### config.mk
export PLATFORM = sky130hd
export DESIGN_NAME = utf8_string_validator_top_flat
export DESIGN_NICKNAME = d
export VERILOG_FILES = /design/src/hw/rtl/u8v_pkg.sv /design/src/hw/rtl/u8v_if.sv /design/src/hw/rtl/u8v_step.sv /design/src/hw/rtl/utf8_string_validator_top.sv /design/src/flat_wrapper.sv
export SDC_FILE = /design/constraint.sdc
export NUM_CORES = 1
export LEC_CHECK = 0
export BUFFER_PORTS_ARGS = -buffer_cell sky130_fd_sc_hd__clkbuf_2
export CAP_MARGIN = 15
export CELL_PAD_IN_SITES_DETAIL_PLACEMENT = 0
export CELL_PAD_IN_SITES_GLOBAL_PLACEMENT = 1
export CORE_MARGIN = 2
export CORE_UTILIZATION = 40
export CTS_CLUSTER_DIAMETER = 30
export CTS_CLUSTER_SIZE = 12
export DETAILED_ROUTE_END_ITERATION = 8
export GPL_TIMING_DRIVEN = 0
export PLACE_DENSITY = 0.76
export SYNTH_ARGS = -nofsm -noshare
export SYNTH_HDL_FRONTEND = slang
export SYNTH_HIERARCHICAL = 1
export SYNTH_SLANG_ARGS = --single-unit
export TNS_END_PERCENT = 50
### constraint.sdc
create_clock -name clk -period 3.7 [get_ports clk]
set_input_delay 0.74 -clock clk [delete_from_list [all_inputs] [get_ports clk]]
set_output_delay 0.74 -clock clk [all_outputs]
set_load 0.005 [all_outputs]
### src/hw/rtl/u8v_pkg.sv
// Shared types and constants for the UTF-8 string validator.
`default_nettype none
package u8v_pkg;

	// Result status codes
	localparam logic [1:0] STATUS_OK       = 2'd0;
	localparam logic [1:0] STATUS_TOO_LONG = 2'd1;
	localparam logic [1:0] STATUS_INVALID  = 2'd2;

	// Allowed range of the next continuation byte
	localparam logic [2:0] RANGE_80_BF = 3'd0;
	localparam logic [2:0] RANGE_A0_BF = 3'd1;
	localparam logic [2:0] RANGE_80_9F = 3'd2;
	localparam logic [2:0] RANGE_90_BF = 3'd3;
	localparam logic [2:0] RANGE_80_8F = 3'd4;

	localparam int          LEN_W       = 17;
	localparam logic [16:0] LEN_SAT     = 17'h1FFFF;
	localparam logic [15:0] MAX_LEN_RST = 16'd8192;

	// Per-string decoder state
	typedef struct packed {
		logic [1:0]       pending_count;
		logic [2:0]       next_range_class;
		logic             error_seen;
		logic [LEN_W-1:0] length_count;
	} u8v_state_t;

	// Outcome of one request
	typedef struct packed {
		logic       has_result;
		logic [1:0] status;
	} u8v_result_t;

endpackage
`default_nettype wire

### src/hw/rtl/u8v_if.sv
// Request and response stream interfaces of the UTF-8 string validator.
`default_nettype none
interface u8v_req_if;
	logic       valid;
	logic       ready;
	logic [7:0] data_byte;
	logic       last_byte;
	logic       empty_string;

	modport source (output valid, data_byte, last_byte, empty_string, input ready);
	modport sink   (input valid, data_byte, last_byte, empty_string, output ready);
endinterface

interface u8v_rsp_if;
	logic       valid;
	logic       ready;
	logic [1:0] status;

	modport source (output valid, status, input ready);
	modport sink   (input valid, status, output ready);
endinterface
`default_nettype wire

### src/hw/rtl/u8v_step.sv
// Per-byte UTF-8 check: next decoder state and end-of-string status.
`default_nettype none
module u8v_step
	import u8v_pkg::*;
(
	input  wire u8v_state_t  cur,
	input  wire logic [7:0]  data_byte,
	input  wire logic        last_byte,
	input  wire logic        empty_string,
	input  wire logic [15:0] max_length,
	output u8v_state_t       nxt,
	output u8v_result_t      res
);

	logic       cont_ok;
	logic [1:0] dec_pending;
	logic [2:0] dec_class;
	logic       dec_error;
	logic [LEN_W-1:0] len_inc;

	// Continuation byte against the expected range; unused classes act as plain
	always_comb begin
		unique case (cur.next_range_class)
			RANGE_A0_BF: cont_ok = (data_byte >= 8'hA0) && (data_byte <= 8'hBF);
			RANGE_80_9F: cont_ok = (data_byte >= 8'h80) && (data_byte <= 8'h9F);
			RANGE_90_BF: cont_ok = (data_byte >= 8'h90) && (data_byte <= 8'hBF);
			RANGE_80_8F: cont_ok = (data_byte >= 8'h80) && (data_byte <= 8'h8F);
			default:     cont_ok = (data_byte >= 8'h80) && (data_byte <= 8'hBF);
		endcase
	end

	// Byte decode; once an error is seen the string is no longer decoded
	always_comb begin
		dec_pending = cur.pending_count;
		dec_class   = cur.next_range_class;
		dec_error   = cur.error_seen;
		if (!cur.error_seen) begin
			if (cur.pending_count != 2'd0) begin
				dec_class = RANGE_80_BF;
				if (cont_ok) begin
					dec_pending = cur.pending_count - 2'd1;
				end else begin
					dec_pending = 2'd0;
					dec_error   = 1'b1;
				end
			end else begin
				case (data_byte) inside
					8'h09, 8'h0A, 8'h0D, [8'h20:8'h7E]: begin
					end
					[8'hC2:8'hDF]: begin
						dec_pending = 2'd1;
						dec_class   = RANGE_80_BF;
					end
					8'hE0: begin
						dec_pending = 2'd2;
						dec_class   = RANGE_A0_BF;
					end
					8'hED: begin
						dec_pending = 2'd2;
						dec_class   = RANGE_80_9F;
					end
					[8'hE1:8'hEF]: begin
						dec_pending = 2'd2;
						dec_class   = RANGE_80_BF;
					end
					8'hF0: begin
						dec_pending = 2'd3;
						dec_class   = RANGE_90_BF;
					end
					8'hF4: begin
						dec_pending = 2'd3;
						dec_class   = RANGE_80_8F;
					end
					[8'hF1:8'hF3]: begin
						dec_pending = 2'd3;
						dec_class   = RANGE_80_BF;
					end
					default: dec_error = 1'b1;
				endcase
			end
		end
	end

	// Saturating length count including this byte
	assign len_inc = (cur.length_count == LEN_SAT) ? cur.length_count
	                                               : cur.length_count + 17'd1;

	// Next state and result
	always_comb begin
		nxt            = '0;
		res.has_result = 1'b0;
		res.status     = STATUS_OK;
		if (empty_string) begin
			res.has_result = 1'b1;
		end else if (last_byte) begin
			res.has_result = 1'b1;
			if (len_inc > {1'b0, max_length}) begin
				res.status = STATUS_TOO_LONG;
			end else if (dec_error || (dec_pending != 2'd0)) begin
				res.status = STATUS_INVALID;
			end
		end else begin
			nxt.pending_count    = dec_pending;
			nxt.next_range_class = dec_class;
			nxt.error_seen       = dec_error;
			nxt.length_count     = len_inc;
		end
	end

endmodule
`default_nettype wire

### src/hw/rtl/utf8_string_validator_top.sv
// Top level of the UTF-8 string validator: input stage, decoder state, result register.
//
// Usage:
//   req carries one string byte per request (data_byte, last_byte, empty_string).
//   rsp carries one status per string: 0 valid, 1 too long, 2 invalid UTF-8.
//   A result appears for the request that has last_byte set, or empty_string set;
//   other bytes produce no result. cfg_wr_en/cfg_wr_data load max_length
//   (reset 8192); write it only while the block is idle.
// Timing:
//   One request per clock is accepted unless req.ready drops (see Backpressure).
//   A request is registered in the input stage, checked there by the single-pass
//   decoder, and its status is then registered in the result register.
//   The decoder state is a single register updated once per byte, so a byte
//   may follow in the very next cycle.
// Reset:
//   arst_n clears the decoder state, both valid flags and sets max_length to 8192.
// Backpressure:
//   While rsp is stalled, the input stage still moves bytes that give no
//   result; a final byte waits in the input stage and req.ready drops only
//   when the input stage holds a waiting result.
`default_nettype none
module utf8_string_validator_top
	import u8v_pkg::*;
(
	input  wire logic        clk,
	input  wire logic        arst_n,
	u8v_req_if.sink          req,
	u8v_rsp_if.source        rsp,
	input  wire logic        cfg_wr_en,
	input  wire logic [15:0] cfg_wr_data
);

	logic        valid_s1;
	logic [7:0]  data_byte_s1;
	logic        last_byte_s1;
	logic        empty_string_s1;
	logic [15:0] max_length_q;
	u8v_state_t  state_q;
	u8v_state_t  state_nxt;
	u8v_result_t res;
	logic        rsp_valid_q;
	logic [1:0]  status_q;
	logic        out_free;
	logic        s1_go;
	logic        req_take;

	// Handshake: stage 1 moves unless it holds a result and the output is full
	assign out_free  = !rsp_valid_q || rsp.ready;
	assign s1_go     = valid_s1 && (!res.has_result || out_free);
	assign req.ready = !valid_s1 || s1_go;
	assign req_take  = req.valid && req.ready;

	// Length limit register
	always_ff @(posedge clk or negedge arst_n) begin
		if (!arst_n) begin
			max_length_q <= MAX_LEN_RST;
		end else if (cfg_wr_en) begin
			max_length_q <= cfg_wr_data;
		end
	end

	// Input stage
	always_ff @(posedge clk or negedge arst_n) begin
		if (!arst_n) begin
			valid_s1 <= 1'b0;
		end else if (req.ready) begin
			valid_s1 <= req.valid;
		end
	end

	always_ff @(posedge clk) begin
		if (req_take) begin
			data_byte_s1    <= req.data_byte;
			last_byte_s1    <= req.last_byte;
			empty_string_s1 <= req.empty_string;
		end
	end

	// Decoder
	u8v_step u_step (
		.cur          (state_q),
		.data_byte    (data_byte_s1),
		.last_byte    (last_byte_s1),
		.empty_string (empty_string_s1),
		.max_length   (max_length_q),
		.nxt          (state_nxt),
		.res          (res)
	);

	// Decoder state
	always_ff @(posedge clk or negedge arst_n) begin
		if (!arst_n) begin
			state_q <= '0;
		end else if (s1_go) begin
			state_q <= state_nxt;
		end
	end

	// Result register
	always_ff @(posedge clk or negedge arst_n) begin
		if (!arst_n) begin
			rsp_valid_q <= 1'b0;
		end else if (s1_go && res.has_result) begin
			rsp_valid_q <= 1'b1;
		end else if (rsp.ready) begin
			rsp_valid_q <= 1'b0;
		end
	end

	always_ff @(posedge clk) begin
		if (s1_go && res.has_result) begin
			status_q <= res.status;
		end
	end

	assign rsp.valid  = rsp_valid_q;
	assign rsp.status = status_q;

endmodule
`default_nettype wire

### src/flat_wrapper.sv
// flat-port wrapper written by rule: the top's interface ports become plain ports
module utf8_string_validator_top_flat import u8v_pkg::*;
  (clk, arst_n, cfg_wr_en, cfg_wr_data, req_valid, req_data_byte, req_last_byte, req_empty_string, req_ready, rsp_valid, rsp_status, rsp_ready);
  u8v_req_if req_i ();
  u8v_rsp_if rsp_i ();
  input  wire logic clk;
  input  wire logic arst_n;
  input  wire logic cfg_wr_en;
  input  wire logic [15:0] cfg_wr_data;
  input wire logic [$bits(req_i.valid)-1:0] req_valid;
  input wire logic [$bits(req_i.data_byte)-1:0] req_data_byte;
  input wire logic [$bits(req_i.last_byte)-1:0] req_last_byte;
  input wire logic [$bits(req_i.empty_string)-1:0] req_empty_string;
  output wire logic [$bits(req_i.ready)-1:0] req_ready;
  output wire logic [$bits(rsp_i.valid)-1:0] rsp_valid;
  output wire logic [$bits(rsp_i.status)-1:0] rsp_status;
  input wire logic [$bits(rsp_i.ready)-1:0] rsp_ready;
  assign req_i.valid = req_valid;
  assign req_i.data_byte = req_data_byte;
  assign req_i.last_byte = req_last_byte;
  assign req_i.empty_string = req_empty_string;
  assign req_ready = req_i.ready;
  assign rsp_valid = rsp_i.valid;
  assign rsp_status = rsp_i.status;
  assign rsp_i.ready = rsp_ready;
  utf8_string_validator_top u_core (.clk(clk), .arst_n(arst_n), .req(req_i), .rsp(rsp_i), .cfg_wr_en(cfg_wr_en), .cfg_wr_data(cfg_wr_data));
endmodule
==> impl_metrics.env, run 1 <==
export IMPL_ant_nets=0
export IMPL_clock_latency_ns=0.30
export IMPL_routedWlPerCell_um=15.6
export IMPL_crit_required_ns=3.87
export IMPL_leakagePower_nw=1.86
export IMPL_synth_area_leaders="dfrtp_1 (27%), edfxtp_1 (9.6%), o211ai_2 (7.0%), ha_1 (6.0%), nand4b_1 (5.6%)"
export IMPL_hold_class="primary input to asynchronous set/reset pin"
export IMPL_maxSlewViolCount=0
export IMPL_worstMarginPinSlew_ns=0.569
export IMPL_multi_input_area_mm2=0.00216
export IMPL_path_max_fanout=6
export IMPL_dr_pass1_iters=4
export IMPL_grt_busiest_layer="met2"
export IMPL_synth_ff_type="dfrtp_1"
export IMPL_viasPerCell=5.49
export IMPL_hold_slack_ns=0.350
export IMPL_grt_use_met1_pct=26.1
export IMPL_fp_row_count=35
export IMPL_routed_wl_um=8560
export IMPL_timing_final_crit_period_ns=3.46
export IMPL_yosysWarnings=6
export IMPL_fillers=898
export IMPL_yosys_area_top_type="dfrtp_1"
export IMPL_first_global_vias=2981
export IMPL_final_nets=485
export IMPL_start_util_pct=41.0
export IMPL_clk_pin_slew_ns=0.10
export IMPL_cts_buffer_depth=2
export IMPL_met2_usage_pct=29.8
export IMPL_die_x_um=101
export IMPL_dp_final_hpwl_um=6270
export IMPL_antenna_found_initial=0
export IMPL_synth_cells=394
export IMPL_synth_most_common_cell="nand2_1"
export IMPL_fmax_mhz=289
export IMPL_clock_skew_ns=0.00448
export IMPL_critPathSlowestCell="dfrtp_1"
export IMPL_tns_ns=0
export IMPL_finalCritPeriodShare_pct=93.5
export IMPL_critPathLaunchType="flip-flop"
export IMPL_hold_viol=0
export IMPL_layout_drive_gt1_share_pct=18.1
export IMPL_numCtsBuffers=5
export IMPL_worstSetupEndpointType="flip-flop"
export IMPL_core_mm2=0.00920
export IMPL_htree_levels=2
export IMPL_ios=35
export IMPL_synth_edf_count=12
export IMPL_synth_seq_cells=53
export IMPL_yosys_top_cells_count="nand2_1 (41), dfrtp_1 (40), nand2b_1 (27), nand4b_1 (24), inv_1 (23)"
export IMPL_max_stage_delay_ns=0.45
export IMPL_synth_nets=443
export IMPL_cts_root_buffer="clkbuf_8"
export IMPL_routabilityCongestion=0.831
export IMPL_yosys_cell_types_count=53
export IMPL_antenna_cells=0
export IMPL_async_reset_ff_share_pct=77.4
export IMPL_seq_area_frac_synth_pct=36.8
export IMPL_pre_cts_ws_ns=0.114
export IMPL_grt_use_met3_pct=2.50
export IMPL_synth_area_per_cell_um2=9.57
export IMPL_yosys_area_top_type_share_pct=26.6
export IMPL_worst_endpoint_arrival_ns=3.63
export IMPL_drc=0
export IMPL_outcome="finished, final reports clean"
export IMPL_worstSetupPathType="flip-flop to flip-flop"
export IMPL_critical_path_buf_inv_count=0
export IMPL_layout_setup_ws_ns=0.239
export IMPL_peakVddDrop_mv=0.155
export IMPL_grt_total_usage_pct=18.2
export IMPL_cap_viol_max_count=0
export IMPL_grt_ovfl_total=0
export IMPL_synthToLayoutAreaGrowth_pct=11.8
export IMPL_grt_pass1_wl_um=14900
export IMPL_design_die_area_mm2=0.0102
export IMPL_power_per_cell_area_mw_per_mm2=317
export IMPL_cts_tree="yes"
export IMPL_cts_hold_buffers=0
export IMPL_timing_slew_headroom_pct=62.1
export IMPL_clkSinkCount=53
export IMPL_syn_area_mm2=0.00377
export IMPL_worstPathCellList="ha_1, nand3_1, or2_1, nor3_4, mux2_1, ha_1, nand4_1, o221ai_1, a221oi_1, o21ai_0, a21oi_1, o311a_1"
export IMPL_seqCellArea_mm2=0.00139
export IMPL_grt_max_degree=42
export IMPL_setup_viol=0
export IMPL_die_h_um=101
export IMPL_port_buffers=33
export IMPL_fin_util_pct=45.8
export IMPL_cpMostUsedCell="ha_1"
export IMPL_vias=3011
export IMPL_drt_iter0_drc=145
export IMPL_cp_top_family="compound AO/OA/AOI/OAI gates"
-- layer usage --
metal  vias to the layer above  wire [um]
li1                       1499          -
met1                      1463       4120
met2                        47       4120
met3                         2        297
met4                         0         24
met5                         -          0
-- placed cells by master (no fill, tap or decap), types with 9 or more instances in the layout --
cell,netlist,routed
nand2_1,41,41
dfrtp_1,40,40
clkbuf_2,0,33
nand2b_1,27,27
nand4b_1,24,24
inv_1,23,23
o211ai_2,21,21
nor2b_1,20,20
ha_1,18,18
mux2_1,17,17
a21oi_1,16,16
nor2_1,15,15
clkbuf_1,13,14
edfxtp_1,12,12
nand3_1,10,10
xnor2_1,9,9
-- registers in the layout, summed over array words and instances, names as in the netlist --
signal	cells
u_core/state_q	23
u_core/empty_string_s1	1
u_core/rsp.valid	1
u_core/rsp.status	2
u_core/data_byte_s1	8
u_core/last_byte_s1	1
u_core/valid_s1	1
u_core/max_length_q	16
-- what timing repair did --
action / in CTS / in global routing
setup buffers: 0 / 1
endpoints found under the setup margin: 0 / 2
resized for setup: 0 / 1
-- layout make-up --
type / count / share of cell area [%]
multi-input combinational: 293 / 51.3
buffer: 25 / 3.33
inverter: 23 / 2.05
timing repair buffer: 35 / 4.57
clock buffer: 6 / 1.72
clock inverter: 2 / 0.831
tap: 111 / 3.30
sequential: 53 / 32.9
-- final timing paths --
kind                                                           from                             endpoint  slack, ns  depth (start not counted)
max in group asynchronous                                    arst_n         u_core/rsp.valid$_DFFE_PN0P_       2.85                          2
worst max-delay path                  u_core/state_q[0]$_DFFE_PN0P_       u_core/rsp.status[1]$_DFFE_PP_       0.24                         12
min in group clk                u_core/max_length_q[10]$_DFFE_PN0P_  u_core/max_length_q[10]$_DFFE_PN0P_       0.49                          1
worst max register to register        u_core/state_q[0]$_DFFE_PN0P_       u_core/rsp.status[1]$_DFFE_PP_       0.24                         12
worst min register to register  u_core/max_length_q[10]$_DFFE_PN0P_  u_core/max_length_q[10]$_DFFE_PN0P_       0.49                          1
worst min-delay path                                         arst_n   u_core/max_length_q[3]$_DFFE_PN0P_       0.35                          1
-- stage by stage --
stage | instance area, um2 | total power [mW] | instances
after global placement | 4070 | 0.943 | 538
after CTS | 4180 | 1.35 | 546
after global routing | 4210 | 1.41 | 548
final | 4210 | 1.33 | 548
after detailed placement | 4070 | 0.949 | 538
after floorplan | 3770 | 0.857 | 394
-- kinds of logic (layout without fill, tap and decap cells) --
logic type / count (synthesis) / in the layout / share of synthesized area (%)
and+or+nand+nor: 166 / 166 / 25.8
adders and majority gates: 18 / 18 / 5.98
xor gates and xnor gates: 15 / 15 / 3.49
AOI/OAI and AO/OA: 77 / 77 / 16.8
DFF: 53 / 53 / 36.8
muxes: 17 / 17 / 5.08
buffers and inverters: 48 / 91 / 6.01
-- power breakdown --
part / internal [mW] / total [mW] / switching, mW / leakage, nW
clock: 0.201 / 0.396 / 0.195 / 0.0552
sequential: 0.638 / 0.666 / 0.0278 / 0.644
combinational: 0.112 / 0.273 / 0.161 / 1.16
(Power assumes the default switching activity.)
==> run 2, diff against run 1 <==
--- a/config.mk
+++ b/config.mk
@@ -15,9 +15,8 @@
 export CTS_CLUSTER_SIZE = 12
 export DETAILED_ROUTE_END_ITERATION = 8
 export GPL_TIMING_DRIVEN = 0
-export PLACE_DENSITY = 0.76
+export PLACE_DENSITY = 0.77
 export SYNTH_ARGS = -nofsm -noshare
 export SYNTH_HDL_FRONTEND = slang
-export SYNTH_HIERARCHICAL = 1
 export SYNTH_SLANG_ARGS = --single-unit
 export TNS_END_PERCENT = 50
==> run 2 against run 1 <==
Against the previous run:
- worst hold slack worse by 0.064 ns
- design area shrank 15%
- worst setup slack better by 0.055 ns
- largest cell class unchanged
- clock power decreased by 17%
- via count down 14%
- register-to-register slack improved by 0.05 ns
- total power shrank 5.2%
- die area down 15%
==> impl_metrics.env, run 2 <==
export IMPL_outcome="finished, final reports clean"
export IMPL_synth_ff_type="dfrtp_1"
export IMPL_routabilityCongestion=0.872
export IMPL_seqCellArea_mm2=0.00139
export IMPL_leakagePower_nw=1.57
export IMPL_clkSinkCount=53
export IMPL_pre_cts_ws_ns=0.195
export IMPL_p_total_mw=1.27
export IMPL_synth_edf_count=12
export IMPL_first_global_vias=2355
export IMPL_antenna_cells=0
export IMPL_timing_final_crit_period_ns=3.41
export IMPL_path_max_fanout=6
export IMPL_syn_area_mm2=0.00319
export IMPL_fin_util_pct=46.5
export IMPL_ios=35
export IMPL_reg_top3="u_core.state_q: 23 flops, u_core.max_length_q: 16 flops, u_core.data_byte_s1: 8 flops"
export IMPL_grt_total_usage_pct=17.1
export IMPL_grt_setup_unrepaired="no"
export IMPL_clock_latency_ns=0.31
export IMPL_dp_final_hpwl_um=5310
export IMPL_critPathLaunchType="flip-flop"
export IMPL_multi_input_area_mm2=0.00163
export IMPL_layout_drive_gt1_share_pct=17.5
export IMPL_cp_top_family="compound AO/OA/AOI/OAI gates"
export IMPL_hold_class="primary input to asynchronous set/reset pin"
export IMPL_grt_ovfl_total=0
export IMPL_drc=0
export IMPL_clock_skew_ns=0.00992
export IMPL_regMostFlops="u_core.state_q"
export IMPL_yosys_cell_types_count=61
export IMPL_cap_viol_max_count=0
export IMPL_die_h_um=93.3
export IMPL_placedCellCount=476
export IMPL_timing_slew_headroom_pct=66.6
export IMPL_core_mm2=0.00773
export IMPL_setup_viol=0
export IMPL_mostFrequentLayoutCell="dfrtp_1"
export IMPL_yosysWarnings=0
export IMPL_htree_levels=2
export IMPL_cts_root_buffer="clkbuf_8"
export IMPL_hold_slack_ns=0.286
export IMPL_async_reset_ff_share_pct=77.4
export IMPL_layout_setup_ws_ns=0.294
export IMPL_fp_row_count=32
export IMPL_maxSlewViolCount=0
export IMPL_routedWlPerCell_um=14.4
export IMPL_synth_nets=389
export IMPL_power_per_cell_area_mw_per_mm2=352
export IMPL_finalCritPeriodShare_pct=92.0
export IMPL_cts_buffer_depth=2
export IMPL_worstSetupEndpointType="flip-flop"
export IMPL_ant_nets=0
export IMPL_yosys_top_cells_count="dfrtp_1 (40), nand2_1 (36), o21ai_0 (29), inv_1 (27), a21oi_1 (24)"
export IMPL_viasPerCell=5.35
export IMPL_worstPathCellList="ha_1, nand2_1, or2_2, clkbuf_1, o211ai_1, xnor2_1, ha_1, a21oi_1, nand2_1, a2111oi_1, a31oi_1, a311oi_1"
export IMPL_yosys_area_top_type_share_pct=31.4
export IMPL_largest_reg_flops=23
export IMPL_dr_pass1_iters=4
export IMPL_final_cell_mix="dfrtp_1 (40), nand2_1 (36), clkbuf_2 (34), o21ai_0 (29), inv_1 (27)"
export IMPL_place_area_mm2=0.00348
export IMPL_numCtsBuffers=5
export IMPL_synth_cells=340
export IMPL_worst_endpoint_arrival_ns=3.55
export IMPL_seq_area_frac_synth_pct=43.5
export IMPL_critPathSlowestCell="a2111oi_1"
export IMPL_synthToLayoutAreaGrowth_pct=12.7
export IMPL_final_nets=431
export IMPL_drt_iter0_drc=100
export IMPL_max_stage_delay_ns=0.50
export IMPL_cts_hold_buffers=0
export IMPL_port_buffers=34
export IMPL_critical_path_buf_inv_count=1
export IMPL_design_die_area_mm2=0.00870
export IMPL_grt_pass1_wl_um=11800
export IMPL_start_util_pct=41.2
export IMPL_clk_pin_slew_ns=0.10
export IMPL_die_x_um=93.3
export IMPL_tns_ns=0
export IMPL_synth_seq_cells=53
export IMPL_grt_max_degree=42
export IMPL_cts_tree="yes"
export IMPL_fmax_mhz=294
export IMPL_instances_no_fill=485
export IMPL_synth_area_leaders="dfrtp_1 (31%), edfxtp_1 (11%), ha_1 (7.1%), o21ai_0 (4.6%), nand2_1 (4.2%)"
export IMPL_routed_wl_um=6990
export IMPL_worstSetupPathType="flip-flop to flip-flop"
export IMPL_antenna_found_initial=0
export IMPL_fillers=745
export IMPL_worstMarginPinSlew_ns=0.499
export IMPL_synth_most_common_cell="dfrtp_1"
export IMPL_crit_required_ns=3.84
export IMPL_synth_area_per_cell_um2=9.37
export IMPL_final_area_mm2=0.00359
export IMPL_peakVddDrop_mv=0.156
export IMPL_yosys_area_top_type="dfrtp_1"
export IMPL_hold_viol=0
export IMPL_vias=2597
[run 2: changes by cell type in the layout (fill, tap and decap cells not counted), sizes merged, moves of 6 or more]
cell / previous run / this run
nor2b: 20 / 3
nand4b: 24 / 1
a21oi: 16 / 24
clkbuf: 52 / 46
o21ai: 10 / 30
mux2: 17 / 4
or3: 1 / 7
o211ai: 24 / 5
nand2b: 27 / 6
[run 2: path summary, 6_finish.rpt]
path | from | endpoint | slack [ns] | depth (start not counted)
worst max-delay path | u_core.state_q[0]$_DFFE_PN0P_ | u_core.rsp.status[1]$_SDFFCE_PP0P_ | 0.29 | 12
worst min-delay path | arst_n | u_core.max_length_q[12]$_DFFE_PN0P_ | 0.29 | 1
worst max register to register | u_core.state_q[0]$_DFFE_PN0P_ | u_core.rsp.status[1]$_SDFFCE_PP0P_ | 0.29 | 12
worst min register to register | u_core.state_q[9]$_DFFE_PN0P_ | u_core.state_q[9]$_DFFE_PN0P_ | 0.53 | 1
max in group asynchronous | arst_n | u_core.max_length_q[13]$_DFFE_PN1P_ | 2.89 | 2
min in group clk | u_core.state_q[9]$_DFFE_PN0P_ | u_core.state_q[9]$_DFFE_PN0P_ | 0.53 | 1
[run 2: metal layers]
metal | vias up | global-route usage (%) | share of wire, % | wire length, um
met5 | - | 0 | 0 | 0
met4 | 0 | 3.68 | 0.82 | 57
met3 | 5 | 2.98 | 4.1 | 287
li1 | 1321 | - | - | -
met2 | 62 | 25.1 | 42 | 2910
met1 | 1209 | 26.3 | 53 | 3740
[run 2: repair_timing]
action,CTS,global route
hold endpoints to repair,0,0
gates resized for setup,0,1
endpoints found under the setup margin,0,2
setup buffers,0,0
[run 2: kinds of logic after synthesis]
family	count (synthesis)	synth area share, %
simple gates	105	17.6
compound gates	100	20.1
flops	53	43.5
buf+inv	43	5.50
fa+ha+maj	18	7.07
xor+xnor	14	3.85
mux	7	2.36
[run 2: layout make-up]
class | count | area share, %
Multi-Input combinational cell | 244 | 45.2
Sequential cell | 53 | 38.6
Timing Repair Buffer | 35 | 5.29
Tap cell | 102 | 3.55
Inverter | 27 | 2.82
Buffer | 16 | 2.06
Clock buffer | 5 | 1.92
Clock inverter | 3 | 0.488
[run 2: worst reg2reg max path: stages, from the launching register on]
cell and delay, ns:
dfrtp_1 0.44, ha_1 0.25, nand2_1 0.12, or2_2 0.31, clkbuf_1 0.18, o211ai_1 0.34
xnor2_1 0.17, ha_1 0.28, a21oi_1 0.15, nand2_1 0.07, a2111oi_1 0.50, a31oi_1 0.20
a311oi_1 0.22
[run 2: where the power goes]
group | internal (mW) | switching (mW) | leakage [nW]
Clock | 0.132 | 0.198 | 0.0455
Combinational | 0.106 | 0.148 | 0.876
Sequential | 0.645 | 0.0361 | 0.649
==> run 3, diff against run 2 <==
--- a/config.mk
+++ b/config.mk
@@ -5,17 +5,18 @@
 export SDC_FILE = /design/constraint.sdc
 export NUM_CORES = 1
 export LEC_CHECK = 0
+export ABC_CLOCK_PERIOD_IN_PS = 3700
 export BUFFER_PORTS_ARGS = -buffer_cell sky130_fd_sc_hd__clkbuf_2
 export CAP_MARGIN = 15
 export CELL_PAD_IN_SITES_DETAIL_PLACEMENT = 0
 export CELL_PAD_IN_SITES_GLOBAL_PLACEMENT = 1
 export CORE_MARGIN = 2
-export CORE_UTILIZATION = 40
+export CORE_UTILIZATION = 45
 export CTS_CLUSTER_DIAMETER = 30
 export CTS_CLUSTER_SIZE = 12
 export DETAILED_ROUTE_END_ITERATION = 8
 export GPL_TIMING_DRIVEN = 0
-export PLACE_DENSITY = 0.77
+export PLACE_DENSITY = 0.84
 export SYNTH_ARGS = -nofsm -noshare
 export SYNTH_HDL_FRONTEND = slang
 export SYNTH_SLANG_ARGS = --single-unit
==> run 3 against run 2 <==
Against the previous run:
- fmax rose by 0.47%
- critical path type unchanged
- largest power group unchanged
- first-iteration DRC count increased by 71%
- worst hold slack got worse by 0.036 ns
- critical path depth stayed put
- routed wire length fell by 2.0%
- register-to-register slack improved by 0.02 ns
- worst setup slack improved by 0.016 ns
==> impl_metrics.env, run 3 (synthesized netlist as in run 2, its figures left out) <==
export IMPL_design_die_area_mm2=0.00777
export IMPL_antenna_cells=0
export IMPL_cts_tree="yes"
export IMPL_clock_latency_ns=0.31
export IMPL_regToRegStartpoint="u_core.state_q[0]$_DFFE_PN0P_"
export IMPL_rrSetupSlack_ns=0.31
export IMPL_worstPathCellList="ha_1, nand2_1, or2_2, clkbuf_1, o211ai_1, xnor2_1, ha_1, a21oi_1, nand2_1, a2111oi_1, a31oi_1, a311oi_1"
export IMPL_grt_pass1_wl_um=11800
export IMPL_place_area_mm2=0.00348
export IMPL_ff2ff_path_depth=12
export IMPL_fmax_mhz=295
export IMPL_r2r_end="u_core.rsp.status[1]$_SDFFCE_PP0P_"
export IMPL_port_buffers=34
export IMPL_clock_skew_ns=0.0120
export IMPL_worst_endpoint_arrival_ns=3.53
export IMPL_path_max_fanout=6
export IMPL_final_area_mm2=0.00359
export IMPL_htree_levels=2
export IMPL_worstSetupEndpointType="flip-flop"
export IMPL_cts_root_buffer="clkbuf_8"
export IMPL_layout_drive_gt1_share_pct=17.5
export IMPL_ios=35
export IMPL_finalCritPeriodShare_pct=91.6
export IMPL_fp_row_count=30
export IMPL_cp_top_family="compound AO/OA/AOI/OAI gates"
export IMPL_routed_wl_um=6850
export IMPL_mostFrequentLayoutCell="dfrtp_1"
export IMPL_ant_nets=0
export IMPL_regMostFlops="u_core.state_q"
export IMPL_final_nets=431
export IMPL_leakagePower_nw=1.56
export IMPL_start_util_pct=46.6
export IMPL_timing_final_crit_period_ns=3.39
export IMPL_synthToLayoutAreaGrowth_pct=12.5
export IMPL_crit_required_ns=3.84
export IMPL_worstSetupPathType="flip-flop to flip-flop"
export IMPL_drc=0
export IMPL_crit_start="u_core.state_q[0]$_DFFE_PN0P_"
export IMPL_peakVddDrop_mv=0.211
export IMPL_dr_pass1_iters=4
export IMPL_cts_buffer_depth=2
export IMPL_clkSinkCount=53
export IMPL_vias=2643
export IMPL_timing_slew_headroom_pct=61.9
export IMPL_drt_iter0_drc=171
export IMPL_hold_slack_ns=0.250
export IMPL_die_x_um=88.2
export IMPL_critical_path_buf_inv_count=1
export IMPL_dp_final_hpwl_um=5250
export IMPL_power_per_cell_area_mw_per_mm2=352
export IMPL_routedWlPerCell_um=14.3
export IMPL_worstMarginPinSlew_ns=0.564
export IMPL_first_global_vias=2487
export IMPL_grt_max_degree=42
export IMPL_cts_setup_buffers=0
export IMPL_viasPerCell=5.52
export IMPL_grt_setup_unrepaired="no"
export IMPL_met2_usage_pct=28.6
export IMPL_largest_reg_flops=23
export IMPL_tns_ns=0
export IMPL_cts_hold_buffers=0
export IMPL_antenna_found_initial=0
export IMPL_outcome="finished, final reports clean"
export IMPL_maxSlewViolCount=0
export IMPL_grt_ovfl_total=0
export IMPL_critPathLaunchType="flip-flop"
export IMPL_critPathSlowestCell="a2111oi_1"
export IMPL_clk_pin_slew_ns=0.09
export IMPL_hold_class="primary input to asynchronous set/reset pin"
export IMPL_final_cell_mix="dfrtp_1 (40), nand2_1 (36), clkbuf_2 (34), o21ai_0 (29), inv_1 (27)"
export IMPL_die_h_um=88.2
export IMPL_reg_top3="u_core.state_q: 23 flops, u_core.max_length_q: 16 flops, u_core.data_byte_s1: 8 flops"
export IMPL_core_mm2=0.00683
export IMPL_grt_use_met1_pct=30.3
export IMPL_max_stage_delay_ns=0.50
export IMPL_grt_busiest_layer="met1"
export IMPL_setup_viol=0
export IMPL_numCtsBuffers=5
export IMPL_grt_use_met3_pct=3.30
export IMPL_grt_total_usage_pct=19.3
export IMPL_hold_viol=0
export IMPL_routabilityCongestion=0.879
export IMPL_cap_viol_max_count=0
[run 3: cell count changes in the layout (fill, tap and decap cells not counted), sizes merged]
cell,before,now
clkbuf,46,47
clkinv,3,0
clkinvlp,0,2
[run 3: worst max-delay path by stage]
stage	to	depth (start not counted)
global placement	u_core.rsp.status[1]$_SDFFCE_PP0P_	12
floorplan	u_core.rsp.status[0]$_SDFFCE_PP0P_	12
finish	u_core.rsp.status[1]$_SDFFCE_PP0P_	12
global route	u_core.rsp.status[1]$_SDFFCE_PP0P_	12
detailed placement	u_core.rsp.status[1]$_SDFFCE_PP0P_	12
CTS	u_core.rsp.status[1]$_SDFFCE_PP0P_	12
[run 3: cell type report]
type                    instances  area [um2]
plain buffers                  16        73.8
clock inverters                 2        15.0
flip-flops and latches         53        1390
inverters                      27         101
multi-input cells             244        1630
repair buffers                 35         190
clock buffers                   6        72.6
fillers                       663        3250
well taps                      96         120
[run 3: worst register-to-register path, delay by kind of cell, from the launching register on]
family	cells	cell delay, ns
AO/OA/AOI/OAI	5	1.39
adder cells (fa/ha/maj)	2	0.53
AND/OR/NAND/NOR	3	0.50
flip-flops	1	0.44
buffers and inverters	1	0.19
XOR/XNOR	1	0.17
[run 3: metal layers]
layer  vias to the layer above  wire (um)
li1                       1318          -
met1                      1250       3510
met2                        68       2920
met3                         7        366
met4                         0         51
met5                         -          0
[run 3: repair_timing]
item,CTS,global route
endpoints found under the hold margin,0,0
endpoints found under the setup margin,0,2
gates resized for setup,0,1
[run 3: through the flow]
step,total power [mW],util [%],cells,worst slack (ns)
floorplan,0.857,-,340,0.696
finish,1.26,52.5,479,0.310
global route,1.35,52.5,479,0.00739
CTS,1.27,52.2,478,0.212
global placement,0.938,50.9,470,0.248
detailed placement,0.944,50.9,470,0.243
[run 3: power by group]
group	internal (mW)	total [mW]	switching (mW)
clock	0.134	0.327	0.193
combinational	0.106	0.253	0.147
sequential	0.645	0.682	0.0369
total	0.885	1.26	0.378
